`src/rtl/mtsc_ram.sv`:
```
// Generic single-port-write, one-read synchronous RAM with registered read.
// No dependencies.
module mtsc_ram #(
  parameter int Width = 8,
  parameter int Depth = 16
) (
  input  logic                     clk,
  input  logic                     wr_en,
  input  logic [$clog2(Depth)-1:0] wr_addr,
  input  logic [Width-1:0]         wr_data,
  input  logic [$clog2(Depth)-1:0] rd_addr,
  output logic [Width-1:0]         rd_data
);
  logic [Width-1:0] mem [Depth];

  always_ff @(posedge clk) begin
    if (wr_en) begin
      mem[wr_addr] <= wr_data;
    end
    rd_data <= mem[rd_addr];
  end
endmodule

```
`config.mk`:
```
export PLATFORM = sky130hd
export DESIGN_NAME = mtsc_ram
export DESIGN_NICKNAME = d
export VERILOG_FILES = /design/src/rtl/mtsc_ram.sv
export SDC_FILE = /design/constraint.sdc
export NUM_CORES = 1
export LEC_CHECK = 0
export BUFFER_PORTS_ARGS = -buffer_cell sky130_fd_sc_hd__buf_2
export CORE_MARGIN = 3
export CORE_UTILIZATION = 55
export DETAILED_ROUTE_END_ITERATION = 8
export PLACE_DENSITY_LB_ADDON = 0.2
export SLEW_MARGIN = 20
export SYNTH_ARGS = -nofsm -noshare
export SYNTH_HDL_FRONTEND = slang
export SYNTH_SLANG_ARGS = --single-unit
```
`constraint.sdc`:
```
create_clock -name clk -period 3.4 [get_ports clk]
set_input_delay 0 -clock clk [delete_from_list [all_inputs] [get_ports clk]]
set_output_delay 0 -clock clk [all_outputs]
set_load 0.02 [all_outputs]
```
=== Word-level counts from Yosys, hierarchy flattened ===
Memory sizes are Yosys's and may differ from the RTL's. A register that Yosys moved wholly into a read port is not among the register bits.
Cells that the tools add are included.

* Div/mod/pow operators: 0
* Add/subtract/negate cells: 0
* Equality and inequality tests: 0
* Reduce and logical (&&, ||, !) cells: 0
* Multiply operators: 0
* Order comparisons: 0
* Bitwise gates (word level): 0
* Shifts and indexed selects: 0
* Mux-type cells: 2

{| class="wikitable"
|+ Operators by type and width
! kind !! count
|-
| $mux 1 || 2
|}

* Memory bits (writable): 128
* Output and inout bits: 8
* Register bits after elaboration: 0
* Memory bits (read-only): 0
* Bits in latches: 0
* Memories kept: 1

{| class="wikitable"
|+ Memory list
! name !! words !! width !! rd ports !! clocked after memory_dff !! wr ports !! RTL line !! text
|-
| mem || 16 || 8 || 1 || 1 || 1 || 14 || <nowiki>logic [Width-1:0] mem [Depth];</nowiki>
|}

=== Longest topological paths before layout ===
Gate-level depths: netlist (run 1).

* Word-level depth: 2
* Gate-level depth with buffers: 5
* Mapped depth without buffers: 3

=== Worst setup path before layout (run 1) ===
No wires, ideal clock.

* Path type: input -> register
* Start point: input port wr_addr[2]
* End point: memory mem[0][0] (enable)
* Slack: 1.907 ns
* Buffers on the path: 0
* Arrival time: 1.110 ns
* Required time: 3.017 ns
* Cell stages on the path: 2
* Library setup time: 0.383 ns
* Path through: or3b_2 -> nor3_1

{| class="wikitable"
|+ RTL lines
! what !! RTL line !! text
|-
| start, declared || 9 || <nowiki>input logic [$clog2(Depth)-1:0] wr_addr,</nowiki>
|-
| end, declared || 14 ||
|}

No word-level cell before the write port.

=== Worst setup path in the final report (run 1) ===
* Start point: input port wr_addr[1]
* End point: memory mem[8][4] (enable)

No word-level cell before the write port.

==> results.tsv, run 1 <==
stage	metric	value	unit
run_status	outcome	finished clean	
final_layout	diodes	0	
sta	rsz0062_at_grt	false	
global_routing	antenna_found_initial	0	
run	maxCapViolations	0	
route	vias	2375	
final_layout	nFillCells	563	
setup_path	worstPathRequired	3.55	ns
cts	insertion_delay	0.51	ns
cts	htree_levels	4	
sta	relSlewSlack	30.9	%
global_routing	grt_max_degree	33	
min_path	hold_path.class	input port to flip-flop	
placed_design	placed_cells_incl_taps	355	
sta	setup_viol	0	
final_layout	multi_input_area	1070	um^2
cts	cts_setup_buffers	0	
synthesis	yosys_warnings	0	
route	drtIter0Drc	183	
cts	cts_buffers	17	
sta	max_freq	0.629	GHz
sta	hold_viol	0	
synthesis	synth.top_cell.area_share	74.7	%
placed_design	hpwl	5.89	mm
setup_path	critical_path.startpoint_type	input port	
final_layout	fin_nets	295	
floorplanning	die_w	103	um
placed_design	gp_congestion	0.679	
route	dr.pass1.iters	4	
setup_path	worstPathArrival	1.74	ns
synthesis	yosys.area.top_type	edfxtp_1	
route	ant_nets	0	
global_routing	grt_pass1_wl	15.0	mm
floorplanning	initial_core_util	57.9	%
floorplanning	io_pins	26	
synthesis	synthTopCellsByArea	edfxtp_1 (75%), mux4_2 (7.9%), mux4_1 (7.1%)	
global_routing	grt_usage	20.8	%
sta	fin_crit_sh	46.8	%
synthesis	synthCells	229	
synthesis	syn_area	5150	um^2
cts	cts_tree	done	
synthesis	synth_cell_types	19	
route	routed_wl	9.58	mm
pwr	vdd_drop_max	0.432	mV
synthesis	ys_seq_elements	136	
final_layout	syn_to_final_growth	17.3	%
cts	ctsLongestPathBuffers	2	
setup_path	criticalPathCategory	input port to flip-flop	
cts	cts_root_buf	clkbuf_8	
cts	cts-resized-gates	0	
pwr	leakage	0.00203	uW
sta	worst_slew_pin_slew	1.03	ns
final_layout	seq_area	4000	um^2
sta	finalClockSkew	0.00443	ns
final_layout	drive_gt1_share	26.6	%
cts	clock-sinks	136	
final_layout	instances_no_fill	398	
route	post_drt_wl_per_cell	24.1	um
cts	clk_pin_slew	0.06	ns
pwr	power	3820	uW
sta	drv_slew	0	
setup_path	critPathMaxFanout	8	
synthesis	syn-num-nets	247	
route	vias_per_cell	5.97	
floorplanning	die_h	103	um
setup_path	setup.worst_path.end_class	flip-flop	
synthesis	syn_area_per_cell	22.5	um^2
floorplanning	design.core.area	8890	um^2
synthesis	ys_seq_area_share	77.8	%
global_routing	grt_pass1_vias	2563	
sta	period_needed	1.59	ns
global_routing	overflow	0	
route	drcViolationCount	0	
floorplanning	dieArea	10600	um^2
floorplanning	std_cell_rows	34	
placed_design	portBuffers	25	
sta	setup_tns	0	ns
pwr	power_density	633	nW/um^2
cell usage in the layout (no fill, tap or decap), drive strengths merged:
cell / netlist / final
nor2: 13 / 13
clkbuf: 0 / 17
nor3: 4 / 4
edfxtp: 128 / 128
dfxtp: 8 / 8
nand2b: 2 / 2
mux4: 32 / 32
or3b: 1 / 1
and2: 1 / 1
dlygate4sd3: 0 / 11
nand2: 9 / 9
nor2b: 1 / 1
and2b: 1 / 1
bufinv: 0 / 3
buf: 7 / 28
a22oi: 16 / 16
nand3: 1 / 1
clkinvlp: 0 / 3
clkinv: 0 / 9
nand3b: 2 / 2
through the flow:
stage | hold slack [ns] | setup slack (ns) | util, % | area (um^2)
floorplan | 0.0989 | 1.91 | - | 5150
global placement | 0.387 | 1.46 | 60.2 | 5350
detailed placement | 0.397 | 1.42 | 60.2 | 5350
CTS | 0.0841 | 1.83 | 67.9 | 6040
global route | 0.138 | 1.78 | 67.9 | 6040
finish | 0.102 | 1.81 | 67.9 | 6040
routing by layer:
metal | vias to the layer above | track usage [%] | wire, um
met5 | - | 0 | 0
met4 | 0 | 5.38 | 63
met3 | 7 | 7.17 | 691
met2 | 88 | 31.1 | 4780
met1 | 1209 | 30.0 | 4050
li1 | 1071 | - | -
critical path, stage by stage:
cell	delay, ns
dlygate4sd3_1	0.52
buf_2	0.16
nor3_2	0.18
dlygate4sd3_1	0.88
path summary, 6_finish.rpt:
| check | startpoint | endpoint | slack (ns) | cells past startpoint |
|---|---|---|---|---|
| setup / recovery | wr_addr[1] | mem[8][4] | 1.81 | 4 |
| hold / removal | wr_addr[2] | mem[12][3] | 0.10 | 3 |
| setup reg to reg | mem[2][6] | rd_data[6] | 2.05 | 3 |
| hold reg to reg | mem[14][2] | rd_data[2] | 0.68 | 3 |
cell families after synthesis:
family / share of synthesized area, %
flops: 77.8
buf+inv: 1.68
compound gates: 2.33
mux: 15.0
simple gates: 3.18
flip-flops by register name (all words and copies together), names as in the netlist:
register,cells
mem,128
rd_data,8
repair_timing:
action | 4_1_cts | 5_1_grt
endpoints found under the hold margin | 144 | 0
hold buffers | 11 | 0
setup endpoints to repair | 0 | 0
final cells by class:
cell class                 count  area share [%]
clock buffer                  17            6.86
clock inverter                15            2.65
multi-input combinational     83            17.7
sequential                   136            66.3
tap                          108            2.24
timing repair buffer          39            4.27
where the power goes:
part	internal [uW]	switching (uW)
registers	1880	10.1
logic	75.6	108
clock network	1100	651
synth_stat cells:
library cell	count
a22oi_1	16
and2b_1	1
dfxtp_1	8
buf_6	3
edfxtp_1	128
nor2b_1	1
and2_1	1
nand3b_1	2
nand2_1	9
or3b_2	1
nor2_1	13
mux4_1	14
nand2b_1	2
mux4_2	18
clkdlybuf4s25_2	3
nand3_1	1
nor3_1	4
buf_4	1
buf_2	3
No activity file was read; power rests on OpenSTA's default activity.
==> inputs of run 2 (changes only) <==
- CORE_UTILIZATION: 55 -> 54
- clock period: 3.4 -> 1.4 ns (I/O delays scaled with it)
==> run 2 against run 1 <==
  * Non-clock buffer count up 20
  * Global-route usage down 1.3 points
  * Wire length up 0.50%
  * Register-to-register slack worse by 2.0 ns
  * Core utilization up 1.3 points
  * Highest routed layer unchanged
==> results.tsv, run 2 (synthesis gave the netlist of run 1 again) <==
stage	metric	value	unit
run_status	outcome	finished clean	
pwr	power_density	1460	nW/um^2
sta	finalClockSkew	0.0133	ns
pwr	vdd_drop_max	0.860	mV
setup_path	reg2reg_from	mem[9][4]	
sta	hold_viol	0	
floorplanning	design.core.area	8980	um^2
floorplanning	dieArea	10700	um^2
route	post_drt_wl_per_cell	22.1	um
global_routing	grt_pass1_wl	15.3	mm
sta	relSlewSlack	46.0	%
run	maxCapViolations	0	
route	dr.pass1.iters	4	
floorplanning	io_pins	26	
global_routing	overflow	0	
setup_path	worstPathArrival	1.76	ns
final_layout	largest_reg_flops	128	
sta	drv_slew	0	
setup_path	slowest_stage	mux4_1	
final_layout	syn_to_final_growth	20.7	%
setup_path	worstPathRequired	1.80	ns
sta	setup_viol	0	
route	ant_nets	0	
cts	cts_root_buf	clkbuf_8	
placed_design	hpwl	6.10	mm
final_layout	design_area	6210	um^2
final_layout	fin_nets	315	
cts	clock-sinks	136	
cts	htree_levels	4	
setup_path	crit_start	mem[9][4]	
setup_path	worstPathCellList	mux4_1 -> a22oi_1 -> nand2_1	
floorplanning	die_h	104	um
placed_design	dpl_cell_area	5580	um^2
min_path	holdCritStartpoint	wr_addr[0]	
setup_path	critPathMaxFanout	1	
cts	insertion_delay	0.52	ns
placed_design	placed_cells_incl_taps	396	
sta	max_freq	0.736	GHz
route	drcViolationCount	0	
route	drtIter0Drc	200	
sta	worst_slew_pin_slew	0.806	ns
min_path	hold_path.class	input port to flip-flop	
setup_path	criticalPathCategory	flip-flop to flip-flop	
placed_design	portBuffers	25	
cts	clk_pin_slew	0.06	ns
global_routing	grt_max_degree	17	
floorplanning	initial_core_util	57.3	%
global_routing	antenna_found_initial	0	
sta	fin_crit_sh	97.1	%
cts	cts_setup_buffers	0	
setup_path	setup.worst_path.end_class	flip-flop	
final_layout	reg.largest.list	mem x128, rd_data x8	
setup_path	critical_path.startpoint_type	flip-flop	
final_layout	instances_no_fill	435	
global_routing	grt_usage	19.5	%
floorplanning	std_cell_rows	34	
setup_path	slowest_delay	0.51	ns
cts	cts_buffers	17	
sta	fin_hold_ws	0.0493	ns
setup_path	critPathTopFamily	multiplexers	
pwr	leakage	0.00213	uW
final_layout	diodes	0	
global_routing	grt_pass1_vias	2598	
route	vias_per_cell	5.76	
sta	rsz0062_at_grt	false	
floorplanning	die_w	104	um
cts	cts_tree	done	
cts	ctsLongestPathBuffers	2	
route	routed_wl	9.63	mm
final_layout	layout_commonest_cell	edfxtp_1	
setup_path	crit_buf_inv	0	
final_layout	drive_gt1_share	33.3	%
final_layout	top_register	mem	
placed_design	gp_congestion	0.721	
final_layout	layout_common_cells	edfxtp_1 (128), buf_2 (25), buf_4 (23)	
route	vias	2506	
sta	period_needed	1.36	ns
-- run 2: cell types whose count changed in the layout (fill, tap and decap cells not counted), sizes merged --
cell         change
buf             +23
bufinv           -2
clkinv           -3
clkinvlp         +1
dlygate4sd3      -3
inv              +3
-- run 2: what timing repair did --
action,CTS,global route
hold buffers,8,0
hold endpoints to repair,128,0
resized for setup,0,2
endpoints found under the setup margin,0,2
-- run 2: metal layers --
layer	vias to the layer above	part of all wire, %	global-route usage [%]
met5	-	0	0
li1	1112	-	-
met4	0	0.98	6.65
met3	6	5.6	5.91
met2	88	50	29.9
met1	1300	44	27.2
-- run 2: through the flow --
stage	setup TNS [ns]	setup WS (ns)	utilization, %	total power (uW)
final	0	0.0405	69.2	9070
after detailed placement	0	0.000355	62.2	5130
after CTS	0	0.0275	69.1	9120
after floorplan	0	0.134	-	4920
after global routing	0	0.00494	69.2	9370
after global placement	-0.0191	-0.0191	62.2	5120
-- run 2: where the power goes --
group / switching, uW / total [uW] / internal, uW
logic: 271 / 487 / 216
clock network: 1660 / 4010 / 2350
registers: 26.7 / 4580 / 4550
-- run 2: worst register-to-register path: stages, from the launching register on --
cell and delay, ns:
edfxtp_1 0.38, mux4_1 0.51, a22oi_1 0.29, nand2_1 0.08
-- run 2: path summary, 6_finish.rpt --
path,to,slack (ns),cells after the start
worst min-delay path,mem[0][4],0.05,3
worst max-delay path,rd_data[4],0.04,3
worst min register to register,rd_data[0],0.68,3
worst max register to register,rd_data[4],0.04,3
-- run 2: area by class of cell --
type	count	area [um^2]
Timing Repair Buffer	59	438
Fill cell	557	2760
Multi-Input combinational cell	83	1070
Clock inverter	14	126
Sequential cell	136	4000
Tap cell	126	158
Clock buffer	17	414
==> inputs of run 3 (changes only) <==
- CELL_PAD_IN_SITES_DETAIL_PLACEMENT: unset -> 2
- CELL_PAD_IN_SITES_GLOBAL_PLACEMENT: unset -> 2
- CORE_UTILIZATION: 54 -> 43
- MAX_ROUTING_LAYER: unset -> met4
==> run 3 against run 2 <==
  * Non-clock buffer count shrank 2
  * Critical path depth grew 1
  * Sequential cell count is the same
  * Register-to-register slack is essentially flat
  * Maximum frequency shrank 0.66%
==> results.tsv, run 3 (synthesis gave the netlist of run 1 again) <==
stage	metric	value	unit
placed_design	dpl_cell_area	5600	um^2
placed_design	portBuffers	25	
floorplanning	std_cell_rows	39	
sta	setup_viol	0	
setup_path	worstPathRequired	1.70	ns
setup_path	setup.worst_path.end_class	flip-flop	
placed_design	gp_congestion	0.738	
final_layout	largest_reg_flops	128	
route	drtIter0Drc	230	
floorplanning	io_pins	26	
floorplanning	dieArea	13300	um^2
floorplanning	die_h	115	um
sta	fin_hold_ws	0.180	ns
route	drcViolationCount	0	
floorplanning	die_w	115	um
final_layout	fin_nets	313	
cts	cts_buffers	17	
floorplanning	design.core.area	11600	um^2
placed_design	place_ws	-0.0970	ns
sta	fin_crit_sh	97.8	%
global_routing	grt_pass1_wl	17.8	mm
final_layout	diodes	0	
sta	drv_slew	0	
sta	rsz0062_at_grt	true	
cts	insertion_delay	0.41	ns
global_routing	grt_usage	19.9	%
sta	finalClockSkew	0.00950	ns
cts	cts_setup_buffers	0	
cts	cts_tree	done	
pwr	vdd_drop_max	0.869	mV
sta	period_needed	1.37	ns
route	dr.pass1.iters	4	
final_layout	syn_to_final_growth	21.3	%
route	post_drt_wl_per_cell	26.1	um
final_layout	design_area	6240	um^2
sta	worst_slew_pin_slew	0.807	ns
run_status	outcome	finished clean	
cts	clock-sinks	136	
route	vias	2547	
placed_design	hpwl	7.79	mm
sta	max_freq	0.731	GHz
cts	cts_root_buf	clkbuf_16	
final_layout	layout_common_cells	edfxtp_1 (128), buf_2 (25), buf_4 (20)	
sta	hold_viol	0	
global_routing	grt_max_degree	25	
final_layout	drive_gt1_share	31.2	%
setup_path	critPathMaxFanout	1	
cts	clk_pin_slew	0.06	ns
sta	layout_setup_ws	0.0315	ns
final_layout	reg.largest.list	mem x128, rd_data x8	
pwr	power_density	1480	nW/um^2
cts	htree_levels	4	
final_layout	layout_commonest_cell	edfxtp_1	
sta	relSlewSlack	46.0	%
final_layout	top_register	mem	
pwr	leakage	0.00214	uW
final_layout	nFillCells	959	
global_routing	grt_pass1_vias	2772	
global_routing	antenna_found_initial	0	
run	maxCapViolations	0	
cts	ctsLongestPathBuffers	2	
floorplanning	initial_core_util	44.5	%
setup_path	worstPathArrival	1.66	ns
min_path	hold_path.class	input port to flip-flop	
global_routing	overflow	0	
setup_path	criticalPathCategory	flip-flop to flip-flop	
setup_path	critical_path.startpoint_type	flip-flop	
route	vias_per_cell	5.65	
route	routed_wl	11.8	mm
route	ant_nets	0	
==> run 3: changes by cell type in the layout (fill, tap and decap cells not counted), sizes merged <==
cell	delta
clkinvlp	-4
clkinv	-4
buf	-2
clkbuf	+12
inv	-3
==> run 3: path summary, 6_finish.rpt <==
| kind | from | endpoint | slack (ns) | cells past startpoint |
|---|---|---|---|---|
| min | wr_addr[0] | mem[8][2] | 0.18 | 3 |
| max | mem[1][4] | rd_data[4] | 0.03 | 4 |
| min reg2reg | mem[4][0] | rd_data[0] | 0.68 | 3 |
| max reg2reg | mem[1][4] | rd_data[4] | 0.03 | 4 |
==> run 3: report_power, final <==
group	internal (uW)	switching (uW)	total, uW
logic	218	284	502
clock network	2630	1530	4160
registers	4560	36.8	4590
==> run 3: stage by stage <==
step           TNS, ns  util (%)  instances  total power (uW)
3_5_place_dp    -0.305      48.4        411              5170
5_1_grt        -0.0492      54.0        451              9560
2_1_floorplan        0         -        229              4920
6_report             0      54.0        451              9250
4_1_cts              0      54.0        451              9330
3_3_place_gp   -0.0325      48.4        411              5140
==> run 3: routing by layer <==
metal	vias up	global-route usage, %	part of all wire, %
met4	0	6.34	1.1
met3	11	4.65	4.6
met1	1362	26.4	44
li1	1104	-	-
met2	70	30.7	50
met5	-	-	0
==> run 3: layout make-up <==
class / instances / area (um^2) / share of cell area [%]
clock inverter: 3 / 40.0 / 0.641
tap: 143 / 179 / 2.87
sequential: 136 / 4000 / 64.1
timing repair buffer: 57 / 435 / 6.97
multi-input combinational: 83 / 1070 / 17.2
clock buffer: 29 / 510 / 8.18
==> run 3: repair_timing <==
item,in CTS,in global routing
endpoints found under the hold margin,113,0
hold buffers,8,0
gates cloned,0,0
pin swaps,1,0
gates resized for setup,2,1
endpoints found under the setup margin,2,3
==> run 3: critical path, stage by stage (launching register included) <==
cell and delay (ns):
edfxtp_1 0.37, mux4_2 0.48, a22oi_2 0.20, buf_4 0.16
nand2_2 0.05
